### src/hw/rtl/double_ended_queue_defines.svh
// Assertion macros for the double-ended queue.
`ifndef DOUBLE_ENDED_QUEUE_DEFINES_SVH
`define DOUBLE_ENDED_QUEUE_DEFINES_SVH

// Same-cycle implication, checked on every rising clock edge outside reset.
`define DEQ_ASSERT_NOW(label, ante, cons, msg) \
   label: assert property (@(posedge clock) disable iff (reset) (ante) |-> (cons)) \
      else $error(msg);

// Next-cycle implication, checked on every rising clock edge outside reset.
`define DEQ_ASSERT_NEXT(label, ante, cons, msg) \
   label: assert property (@(posedge clock) disable iff (reset) (ante) |=> (cons)) \
      else $error(msg);

`endif

### src/hw/rtl/deq_pkg.sv
package deq_pkg;

   // Number of ring slots and the widths that follow from it.
   localparam int DEPTH  = 64;
   localparam int ADDR_W = $clog2(DEPTH);
   localparam int CNT_W  = $clog2(DEPTH + 1);

   localparam int VALUE_W = 32;

   // Request codes.
   localparam logic [2:0] REQ_PUSH_FRONT = 3'd0;
   localparam logic [2:0] REQ_PUSH_BACK  = 3'd1;
   localparam logic [2:0] REQ_POP_FRONT  = 3'd2;
   localparam logic [2:0] REQ_POP_BACK   = 3'd3;
   localparam logic [2:0] REQ_LIST       = 3'd4;

   // Status codes.
   localparam logic [1:0] STATUS_OK    = 2'd0;
   localparam logic [1:0] STATUS_EMPTY = 2'd1;
   localparam logic [1:0] STATUS_FULL  = 2'd2;

   typedef struct packed {
      logic [2:0]                req_type;
      logic signed [VALUE_W-1:0] value;
   } deq_req_word_type;

   typedef struct packed {
      logic signed [VALUE_W-1:0] element;
      logic [1:0]                status;
      logic                      last;
   } deq_rsp_word_type;

endpackage

### src/hw/rtl/double_ended_queue.sv
// Double-ended queue: push and pop words return their status word in the cycle after
// acceptance; a new push or pop may be accepted every cycle while no listing runs and
// the output is not stalled. A listing reads each stored element from the ring memory,
// then loads it into the output, and holds the request side until the last one is sent.
// Reset (synchronous, active high) empties the queue and the output register at once;
// the slot memory itself is not cleared, as only occupied slots are ever read.
`include "double_ended_queue_defines.svh"

module double_ended_queue (
   input  logic                      clock,
   input  logic                      reset,
   input  logic                      req_valid,
   output logic                      req_stall,
   input  deq_pkg::deq_req_word_type req_data,
   output logic                      rsp_valid,
   input  logic                      rsp_stall,
   output deq_pkg::deq_rsp_word_type rsp_data
);

   // Sequencer states. The listing alternates between a read of the ring memory and
   // the transfer of the read data into the output register.
   typedef enum logic [2:0] {
      SEQ_IDLE = 3'b001,
      SEQ_READ = 3'b010,
      SEQ_SEND = 3'b100
   } deq_seq_type;

   // The ring store: one synchronous memory with a registered read port.
   logic [deq_pkg::VALUE_W-1:0] slots_mem [deq_pkg::DEPTH];
   logic [deq_pkg::VALUE_W-1:0] rd_data_ff;

   deq_seq_type                 seq_ff, seq_in;
   logic [deq_pkg::ADDR_W-1:0]  front_ff, front_in;
   logic [deq_pkg::CNT_W-1:0]   fill_ff, fill_in;
   logic [deq_pkg::ADDR_W-1:0]  list_idx_ff, list_idx_in;

   logic                        rsp_valid_ff, rsp_valid_in;
   deq_pkg::deq_rsp_word_type   rsp_ff, rsp_in;

   logic                        req_accept;
   logic                        out_free;
   logic                        is_full;
   logic                        is_empty;
   logic                        list_last;
   logic                        wr_en;
   logic [deq_pkg::ADDR_W-1:0]  wr_addr;
   logic [deq_pkg::ADDR_W-1:0]  rd_addr;

   // Adds an offset to a ring position. Both operands stay below DEPTH, so the sum
   // stays below twice DEPTH and one conditional subtraction wraps it.
   function automatic logic [deq_pkg::ADDR_W-1:0] ring_add(
      input logic [deq_pkg::ADDR_W-1:0] base,
      input logic [deq_pkg::CNT_W-1:0]  offset
   );
      logic [deq_pkg::CNT_W:0] sum;
      sum = (deq_pkg::CNT_W + 1)'(base) + (deq_pkg::CNT_W + 1)'(offset);
      if (sum >= (deq_pkg::CNT_W + 1)'(deq_pkg::DEPTH)) begin
         sum = sum - (deq_pkg::CNT_W + 1)'(deq_pkg::DEPTH);
      end
      return sum[deq_pkg::ADDR_W-1:0];
   endfunction

   // The output register can take a new word when it is empty or being drained.
   assign out_free   = !rsp_valid_ff || !rsp_stall;
   assign req_stall  = (seq_ff != SEQ_IDLE) || !out_free;
   assign req_accept = req_valid && !req_stall;

   assign is_full   = (fill_ff == deq_pkg::CNT_W'(deq_pkg::DEPTH));
   assign is_empty  = (fill_ff == '0);
   assign list_last = ((deq_pkg::CNT_W'(list_idx_ff) + 1'b1) == fill_ff);
   assign rd_addr   = ring_add(front_ff, deq_pkg::CNT_W'(list_idx_ff));

   always_comb begin
      seq_in       = seq_ff;
      front_in     = front_ff;
      fill_in      = fill_ff;
      list_idx_in  = list_idx_ff;
      wr_en        = 1'b0;
      wr_addr      = front_ff;
      rsp_valid_in = rsp_valid_ff && rsp_stall;
      rsp_in       = rsp_ff;

      case (seq_ff)
         SEQ_IDLE: begin
            if (req_accept) begin
               // Every recognised request yields a status word with last set; the
               // listing of a non-empty queue replaces it by the element words.
               rsp_in.element = '0;
               rsp_in.status  = deq_pkg::STATUS_OK;
               rsp_in.last    = 1'b1;
               case (req_data.req_type)
                  deq_pkg::REQ_PUSH_FRONT: begin
                     rsp_valid_in = 1'b1;
                     if (is_full) begin
                        rsp_in.status = deq_pkg::STATUS_FULL;
                     end else begin
                        front_in = (front_ff == '0) ?
                                   deq_pkg::ADDR_W'(deq_pkg::DEPTH - 1) :
                                   front_ff - 1'b1;
                        wr_en    = 1'b1;
                        wr_addr  = front_in;
                        fill_in  = fill_ff + 1'b1;
                     end
                  end
                  deq_pkg::REQ_PUSH_BACK: begin
                     rsp_valid_in = 1'b1;
                     if (is_full) begin
                        rsp_in.status = deq_pkg::STATUS_FULL;
                     end else begin
                        wr_en   = 1'b1;
                        wr_addr = ring_add(front_ff, fill_ff);
                        fill_in = fill_ff + 1'b1;
                     end
                  end
                  deq_pkg::REQ_POP_FRONT: begin
                     rsp_valid_in = 1'b1;
                     if (is_empty) begin
                        rsp_in.status = deq_pkg::STATUS_EMPTY;
                     end else begin
                        front_in = ring_add(front_ff, deq_pkg::CNT_W'(1));
                        fill_in  = fill_ff - 1'b1;
                     end
                  end
                  deq_pkg::REQ_POP_BACK: begin
                     rsp_valid_in = 1'b1;
                     if (is_empty) begin
                        rsp_in.status = deq_pkg::STATUS_EMPTY;
                     end else begin
                        fill_in = fill_ff - 1'b1;
                     end
                  end
                  deq_pkg::REQ_LIST: begin
                     if (is_empty) begin
                        rsp_valid_in  = 1'b1;
                        rsp_in.status = deq_pkg::STATUS_EMPTY;
                     end else begin
                        list_idx_in = '0;
                        seq_in      = SEQ_READ;
                     end
                  end
                  default: begin
                     // Unknown request codes are taken and dropped without a word.
                  end
               endcase
            end
         end
         SEQ_READ: begin
            // The memory read is issued at this edge; the data is there next cycle.
            seq_in = SEQ_SEND;
         end
         SEQ_SEND: begin
            if (out_free) begin
               rsp_valid_in   = 1'b1;
               rsp_in.element = rd_data_ff;
               rsp_in.status  = deq_pkg::STATUS_OK;
               rsp_in.last    = list_last;
               if (list_last) begin
                  seq_in = SEQ_IDLE;
               end else begin
                  list_idx_in = list_idx_ff + 1'b1;
                  seq_in      = SEQ_READ;
               end
            end
         end
         default: begin
            seq_in = SEQ_IDLE;
         end
      endcase
   end

   // Ring memory: one write port for pushes, one registered read port for listing.
   always_ff @(posedge clock) begin
      if (wr_en) begin
         slots_mem[wr_addr] <= req_data.value;
      end
      if (seq_ff == SEQ_READ) begin
         rd_data_ff <= slots_mem[rd_addr];
      end
   end

   always_ff @(posedge clock) begin
      if (reset) begin
         seq_ff       <= SEQ_IDLE;
         front_ff     <= '0;
         fill_ff      <= '0;
         list_idx_ff  <= '0;
         rsp_valid_ff <= 1'b0;
      end else begin
         seq_ff       <= seq_in;
         front_ff     <= front_in;
         fill_ff      <= fill_in;
         list_idx_ff  <= list_idx_in;
         rsp_valid_ff <= rsp_valid_in;
      end
   end

   always_ff @(posedge clock) begin
      rsp_ff <= rsp_in;
   end

   assign rsp_valid = rsp_valid_ff;
   assign rsp_data  = rsp_ff;

   // The fill count never passes the ring depth.
   `DEQ_ASSERT_NOW(a_fill_bound, 1'b1, fill_ff <= deq_pkg::CNT_W'(deq_pkg::DEPTH), "fill count above depth")
   // No request word is taken while a listing is running.
   `DEQ_ASSERT_NOW(a_list_blocks, seq_ff != SEQ_IDLE, req_stall, "request accepted during listing")
   // A listed element that finds the output free is presented in the next cycle.
   `DEQ_ASSERT_NEXT(a_list_emit, seq_ff == SEQ_SEND && out_free, rsp_valid_ff && rsp_ff.status == deq_pkg::STATUS_OK, "listed element not presented")
   // A pop that finds the queue occupied removes exactly one element.
   `DEQ_ASSERT_NEXT(a_pop_count, req_accept && !is_empty && (req_data.req_type == deq_pkg::REQ_POP_FRONT || req_data.req_type == deq_pkg::REQ_POP_BACK), fill_ff == $past(fill_ff) - 1'b1, "pop did not remove one element")

endmodule

### config.mk
export PLATFORM = sky130hd
export DESIGN_NAME = double_ended_queue
export DESIGN_NICKNAME = d
export VERILOG_FILES = /design/src/hw/rtl/deq_pkg.sv /design/src/hw/rtl/double_ended_queue.sv
export VERILOG_INCLUDE_DIRS = /design/src /design/src/hw/rtl
export SDC_FILE = /design/constraint.sdc
export NUM_CORES = 2
export LEC_CHECK = 0
export BUFFER_PORTS_ARGS = -buffer_cell sky130_fd_sc_hd__buf_2
export CAP_MARGIN = 10
export CORE_MARGIN = 2
export CORE_UTILIZATION = 49
export DETAILED_ROUTE_END_ITERATION = 8
export GPL_ROUTABILITY_DRIVEN = 1
export SLEW_MARGIN = 0
export SYNTH_ARGS = -nofsm -noshare
export SYNTH_HDL_FRONTEND = slang
export SYNTH_SLANG_ARGS = --single-unit
### constraint.sdc
create_clock -name clock -period 8.7 [get_ports clock]
set_input_delay 1.74 -clock clock [delete_from_list [all_inputs] [get_ports clock]]
set_output_delay 1.74 -clock clock [all_outputs]
set_load 0.02 [all_outputs]
Word level (Yosys, flattened, before mapping)
Memory sizes are Yosys's and may differ from the RTL's. A register that Yosys moved wholly into a read port is not among the register bits.
Cells that the tools add are included.
- RAM bits: 2048
- memories kept: 1
- logic and storage cells: 107
- output and inout port bits: 37
- register bits: 58
- memories (name ; words ; bits a word ; rd ports ; clocked after Yosys merged registers in ; wr ports ; RTL line ; text):
    slots_mem ; 64 ; 32 ; 1 ; 1 ; 1 ; double_ended_queue.sv:29 ; logic [deq_pkg::VALUE_W-1:0] slots_mem [deq_pkg::DEPTH];
- reductions and logical operators: 23
- add/sub/neg operators: 11
- magnitude comparators: 3
- mux-type cells: 43
- eq/ne operators: 18
- operators by type and width (cell ; count):
    6-bit two-way mux ; 14
    35-bit two-way mux ; 2
    35-bit one-hot mux with 2 select lines ; 1
    6-bit one-hot mux with 2 select lines ; 3
    6-bit by 1-bit subtractor with 6-bit output (second input constant) ; 4
    6-bit by 1-bit adder with 7-bit output (second input constant) ; 2
    7-bit greater-or-equal comparator (second input constant) ; 2
    7-bit two-way mux ; 2
    2-bit != test (second input constant) ; 7
    7-bit one-hot mux with 2 select lines ; 1
    3-bit two-way mux ; 4
    1-bit two-way mux ; 10
    3-bit by 2-bit == test with 1-bit output (second input constant) ; 3
    3-bit one-hot mux with 3 select lines ; 1
    6-bit by 7-bit adder with 8-bit output ; 1
    8-bit by 7-bit greater-or-equal comparator with 1-bit output (second input constant) ; 1
    4-bit AND reduction ; 2
    6-bit by 6-bit adder with 7-bit output ; 1
    7-bit by 1-bit adder with 7-bit output (second input constant) ; 1
    7-bit == test ; 1
    7-bit == test (second input constant) ; 1
    7-bit zero test ; 1
    7-bit by 1-bit subtractor with 7-bit output (second input constant) ; 1
    6-bit by 1-bit adder with 6-bit output (second input constant) ; 1
    other kinds (19) ; 31

Depth between registers and ports, before layout
- depth after elaboration: 10
- mapped depth: 10
- gate-level depth less buffers: 9

Worst setup path before layout
Ideal clock, no wire load.
- path type: input to register
- start: input req_data[33] (netlist bit)
- end: memory slots_mem[61][0] (netlist bit) (enable)
- data arrival time: 6.408 ns
- stages: 7
- setup slack: 1.790 ns
- path buffers: 1
- path through: clkbuf_1 -> nor2_1 -> nand4_2 -> a2111oi_2 -> or2_1 -> nand3_2 -> nor4_1
- word-level cells in the longest chain between the ends: 7
- elaborated cells on any way between the ends: 11
- classes of those cells: eq/ne (1); mux (8); reduce/logical (2)
- ends and longest elaborated chain (what ; RTL line ; text):
    start, declared ; double_ended_queue.sv:14 ; input deq_pkg::deq_req_word_type req_data,
    3-bit by 1-bit == test with 1-bit output or 3-bit zero test (tied branches) ; double_ended_queue.sv:91 ; case (req_data.req_type)
    2-bit OR reduction (no line) ; - ;
    1-bit two-way mux ; - ;
    1-bit two-way mux ; double_ended_queue.sv:85 ; if (req_accept) begin
    1-bit two-way mux ; double_ended_queue.sv:83 ; case (seq_ff)
    1-bit two-way mux ; double_ended_queue.sv:173 ; if (wr_en) begin
    1-bit two-way mux (implied by the code) ; double_ended_queue.sv:174 ; slots_mem[wr_addr] <= req_data.value;
    end, declared ; double_ended_queue.sv:29 ;
Parallel ways exist; a longest one is shown, timed or not.

Worst setup path in the final report
- start: input req_data[33] (netlist bit)
- end: memory slots_mem[33][24] (netlist bit) (enable)
Same word-level chain as after synthesis.

==> results.py <==
metrics = {
    "clock_network": {
        "cts_htree_levels": 4,
        "cts.sinks": 2138,
        "ctsHoldBuffers": 0,
        "post_cts_resized": 0,
        "clockBufferDepth": 3,
        "path_clk_slew_ps": 60,
        "cts_inserted_buffers": 212,
        "clock_latency_ps": 850,
        "cts_root_buf": "clkbuf_16",
        "cts_tree": "done",
        "post_cts_buffers": 0,
    },
    "hold_path": {
        "hold_end": "rsp_data[7]",
        "whs_path_depth": 1,
        "worstHoldStart": "rd_data_ff[4]",
        "hold_path.class": "flop to flop",
    },
    "setup_path": {
        "required_ps": 9160,
        "cp-start-kind": "input pin",
        "cp_max_fo": 23,
        "r2r-start": "front_ff[1]",
        "cp_data_arrival_time_ps": 5530,
        "r2r-end": "slots_mem[33][24]",
        "end_kind": "flop",
        "criticalPathCategory": "input pin to flop",
        "r2r_cells": 9,
        "r2r_setup_slack_ps": 3890,
    },
    "global_route": {
        "grt_start_max_net_pins": 112,
        "grt_pass1_wl_um": 286000,
        "antenna_found_initial": 8,
        "overflow": 0,
        "grtUsageTotal_pct": 23.1,
        "grt_pass1_vias": 38772,
    },
    "logic_synthesis": {
        "synthCells": 3611,
        "syn_area_mm2": 0.0834,
        "synth_top_area_share_pct": 76.2,
        "synth_nets": 3672,
        "ys_warn_count": 0,
        "yosys-mux-area-fraction_pct": 16.8,
        "synthTopCellsByArea": "edfxtp_1 76%, mux4_2 16%, mux2i_1 0.78%, a2111oi_0 0.67%, dfxtp_1 0.55%",
        "synth-compound-area-share_pct": 2.31,
        "yosys.area_share.simple_pct": 2.26,
        "synth_edf_count": 2115,
        "async_reset_ff_share_pct": 0,
        "synth-xor-area-share_pct": 0.273,
        "synth_top_family_by_area": "multiplexers",
        "synth_area_per_cell_um2": 23.1,
        "ys_ff_latch": 2138,
        "yosysSeqAreaShare_pct": 76.7,
        "synth_cell_types": 83,
        "yosys.area_share.adder_pct": 0.357,
        "synth_flop_cell": "edfxtp_1",
        "synth_top_area_cell": "edfxtp_1",
    },
    "sta": {
        "fin_skew_ps": 36.0,
        "period_needed_ps": 5060,
        "maxSlewHeadroom_pct": 15.7,
        "drv_slew": 0,
        "hold_viol_final": 0,
        "worst_pin_slew_ps": 1260,
        "rsz0062_at_grt": "false",
        "setup-violations-final": 0,
        "fin_tns_setup_ps": 0,
        "fin_crit_sh_pct": 58.2,
        "fmax_mhz": 198,
    },
    "routing": {
        "ant_nets": 0,
        "dr.pass1.iters": 5,
        "vias_per_cell": 6.16,
        "drt-initial-drc-count": 4303,
        "wl_per_cell_um": 31.9,
        "num_vias": 38478,
        "wirelength_um": 199000,
        "drc": 0,
    },
    "floorplanning": {
        "start_util_pct": 49.3,
        "die_w_um": 416,
        "pin_count": 76,
        "coreArea_mm2": 0.169,
        "die_h_um": 416,
        "rows": 151,
        "die_area_mm2": 0.173,
    },
    "layout": {
        "post-route-cell-area_mm2": 0.0941,
        "fill_cells": 12379,
        "drive_gt1_share_pct": 30.8,
        "final_cell_mix": "2115 x edfxtp_1, 576 x mux4_2, 214 x clkbuf_16, 140 x buf_4, 74 x buf_2",
        "nets": 3905,
        "final_common_cell": "edfxtp_1",
        "area_growth_pct": 12.9,
    },
    "pwr": {
        "p_per_area_mw_per_mm2": 227,
        "p_int_uw": 16800,
        "irDropWorstVdd_mv": 0.212,
        "swShare_pct": 21.5,
        "p_leak_uw": 0.0282,
        "pwr-share-seq_pct": 53.2,
        "combPwrFrac_pct": 5.5,
        "p_switching_uw": 4600,
        "power_frac_clock_pct": 41.3,
    },
    "flow_run": {
        "maxCapViolCount": 0,
    },
    "outcome": {
        "status": "finished clean",
    },
    "place": {
        "dp_hpwl_um": 111000,
        "routabilityCongestion": 0.831,
        "portBuffers": 75,
        "place_area_mm2": 0.0874,
    },
}
[synthesized netlist by cell type, drive strengths merged (4+ instances only)]
library cell / n
mux2: 32
nor4: 39
inv: 11
and2: 37
o22ai: 34
nand2: 29
or2: 4
nand2b: 7
mux2i: 66
nand3: 14
mux4: 576
xor2: 10
a21o: 6
a2111oi: 101
nand4: 7
nor2b: 71
xnor2: 13
a31oi: 6
nor3: 42
a211oi: 4
clkbuf: 105
a21oi: 30
dfxtp: 23
nor3b: 4
ha: 19
buf: 105
o21ai: 24
o211ai: 6
edfxtp: 2115
nor2: 21
[critical path, cell delays in order]
cell and delay [ps]:
buf_2 150, nor2_1 330, nand4_2 400, a2111oi_2 650
a2bb2oi_1 230, o211ai_1 500, nor3_2 880, buf_4 560
[metal layers]
metal  share of wire [%]  vias up  global-route usage (%)
met5                   0        -                       0
met4                 1.8        0                    5.26
met3                 6.6      217                    4.07
met2                  49     1249                    37.1
met1                  42    20933                    33.5
li1                    -    16079                       -
[worst max-delay path by stage]
stage | start | to | slack [ps] | cells after the start
3_5_place_dp | req_data[33] | slots_mem[33][17] | 2850 | 8
5_1_grt | req_data[33] | slots_mem[33][24] | 3430 | 8
6_report | req_data[33] | slots_mem[33][24] | 3640 | 8
2_1_floorplan | req_data[33] | slots_mem[61][0] | 1790 | 7
3_3_place_gp | req_data[33] | slots_mem[33][18] | 2940 | 8
4_1_cts | front_ff[1] | slots_mem[34][18] | 3710 | 9
[through the flow]
stage | hold slack (ps) | setup slack, ps | power (uW) | utilization (%) | cells
2_1_floorplan | 497 | 1790 | 12200 | - | 3611
3_3_place_gp | 513 | 2940 | 12800 | 51.7 | 5846
3_5_place_dp | 503 | 2850 | 12800 | 51.7 | 5847
4_1_cts | 485 | 3710 | 21600 | 55.6 | 6237
5_1_grt | 492 | 3430 | 22000 | 55.7 | 6243
6_report | 494 | 3640 | 21400 | 55.7 | 6243
[power groups by stage]
| stage | registers, uW | logic (uW) | clock network, uW |
|---|---|---|---|
| global placement | 11600 | 1170 | 0 |
| floorplan | 11600 | 643 | 0 |
| global route | 11400 | 1240 | 9390 |
| CTS | 11400 | 1180 | 8990 |
| finish | 11400 | 1170 | 8830 |
| detailed placement | 11600 | 1180 | 0 |
[state kept, by name (all words and copies together), names as in the netlist]
signal / cells
fill_ff: 7
front_ff: 6
list_idx_ff: 6
rd_data_ff: 32
rsp_data: 35
rsp_valid: 1
seq_ff: 3
slots_mem: 2048
[logic make-up (layout without fill, tap and decap cells)]
logic type | Yosys count | after routing
flops | 2138 | 2138
mux | 674 | 674
simple gates | 294 | 294
compound gates | 239 | 239
buf+inv | 221 | 630
xor+xnor | 23 | 23
fa+ha+maj | 22 | 22
other cells | 0 | 5
[area by class of cell]
type | count | area, um2 | share of cell area [%]
diodes | 5 | 12.5 | 0.0133
well taps | 2218 | 2780 | 2.95
inverters | 11 | 41.3 | 0.0439
multi-input cells | 1252 | 18900 | 20.1
repair buffers | 229 | 1710 | 1.82
clock buffers | 251 | 5490 | 5.84
flip-flops and latches | 2138 | 64000 | 68.0
clock inverters | 139 | 1210 | 1.28
Power figures use the tool's default switching activity.
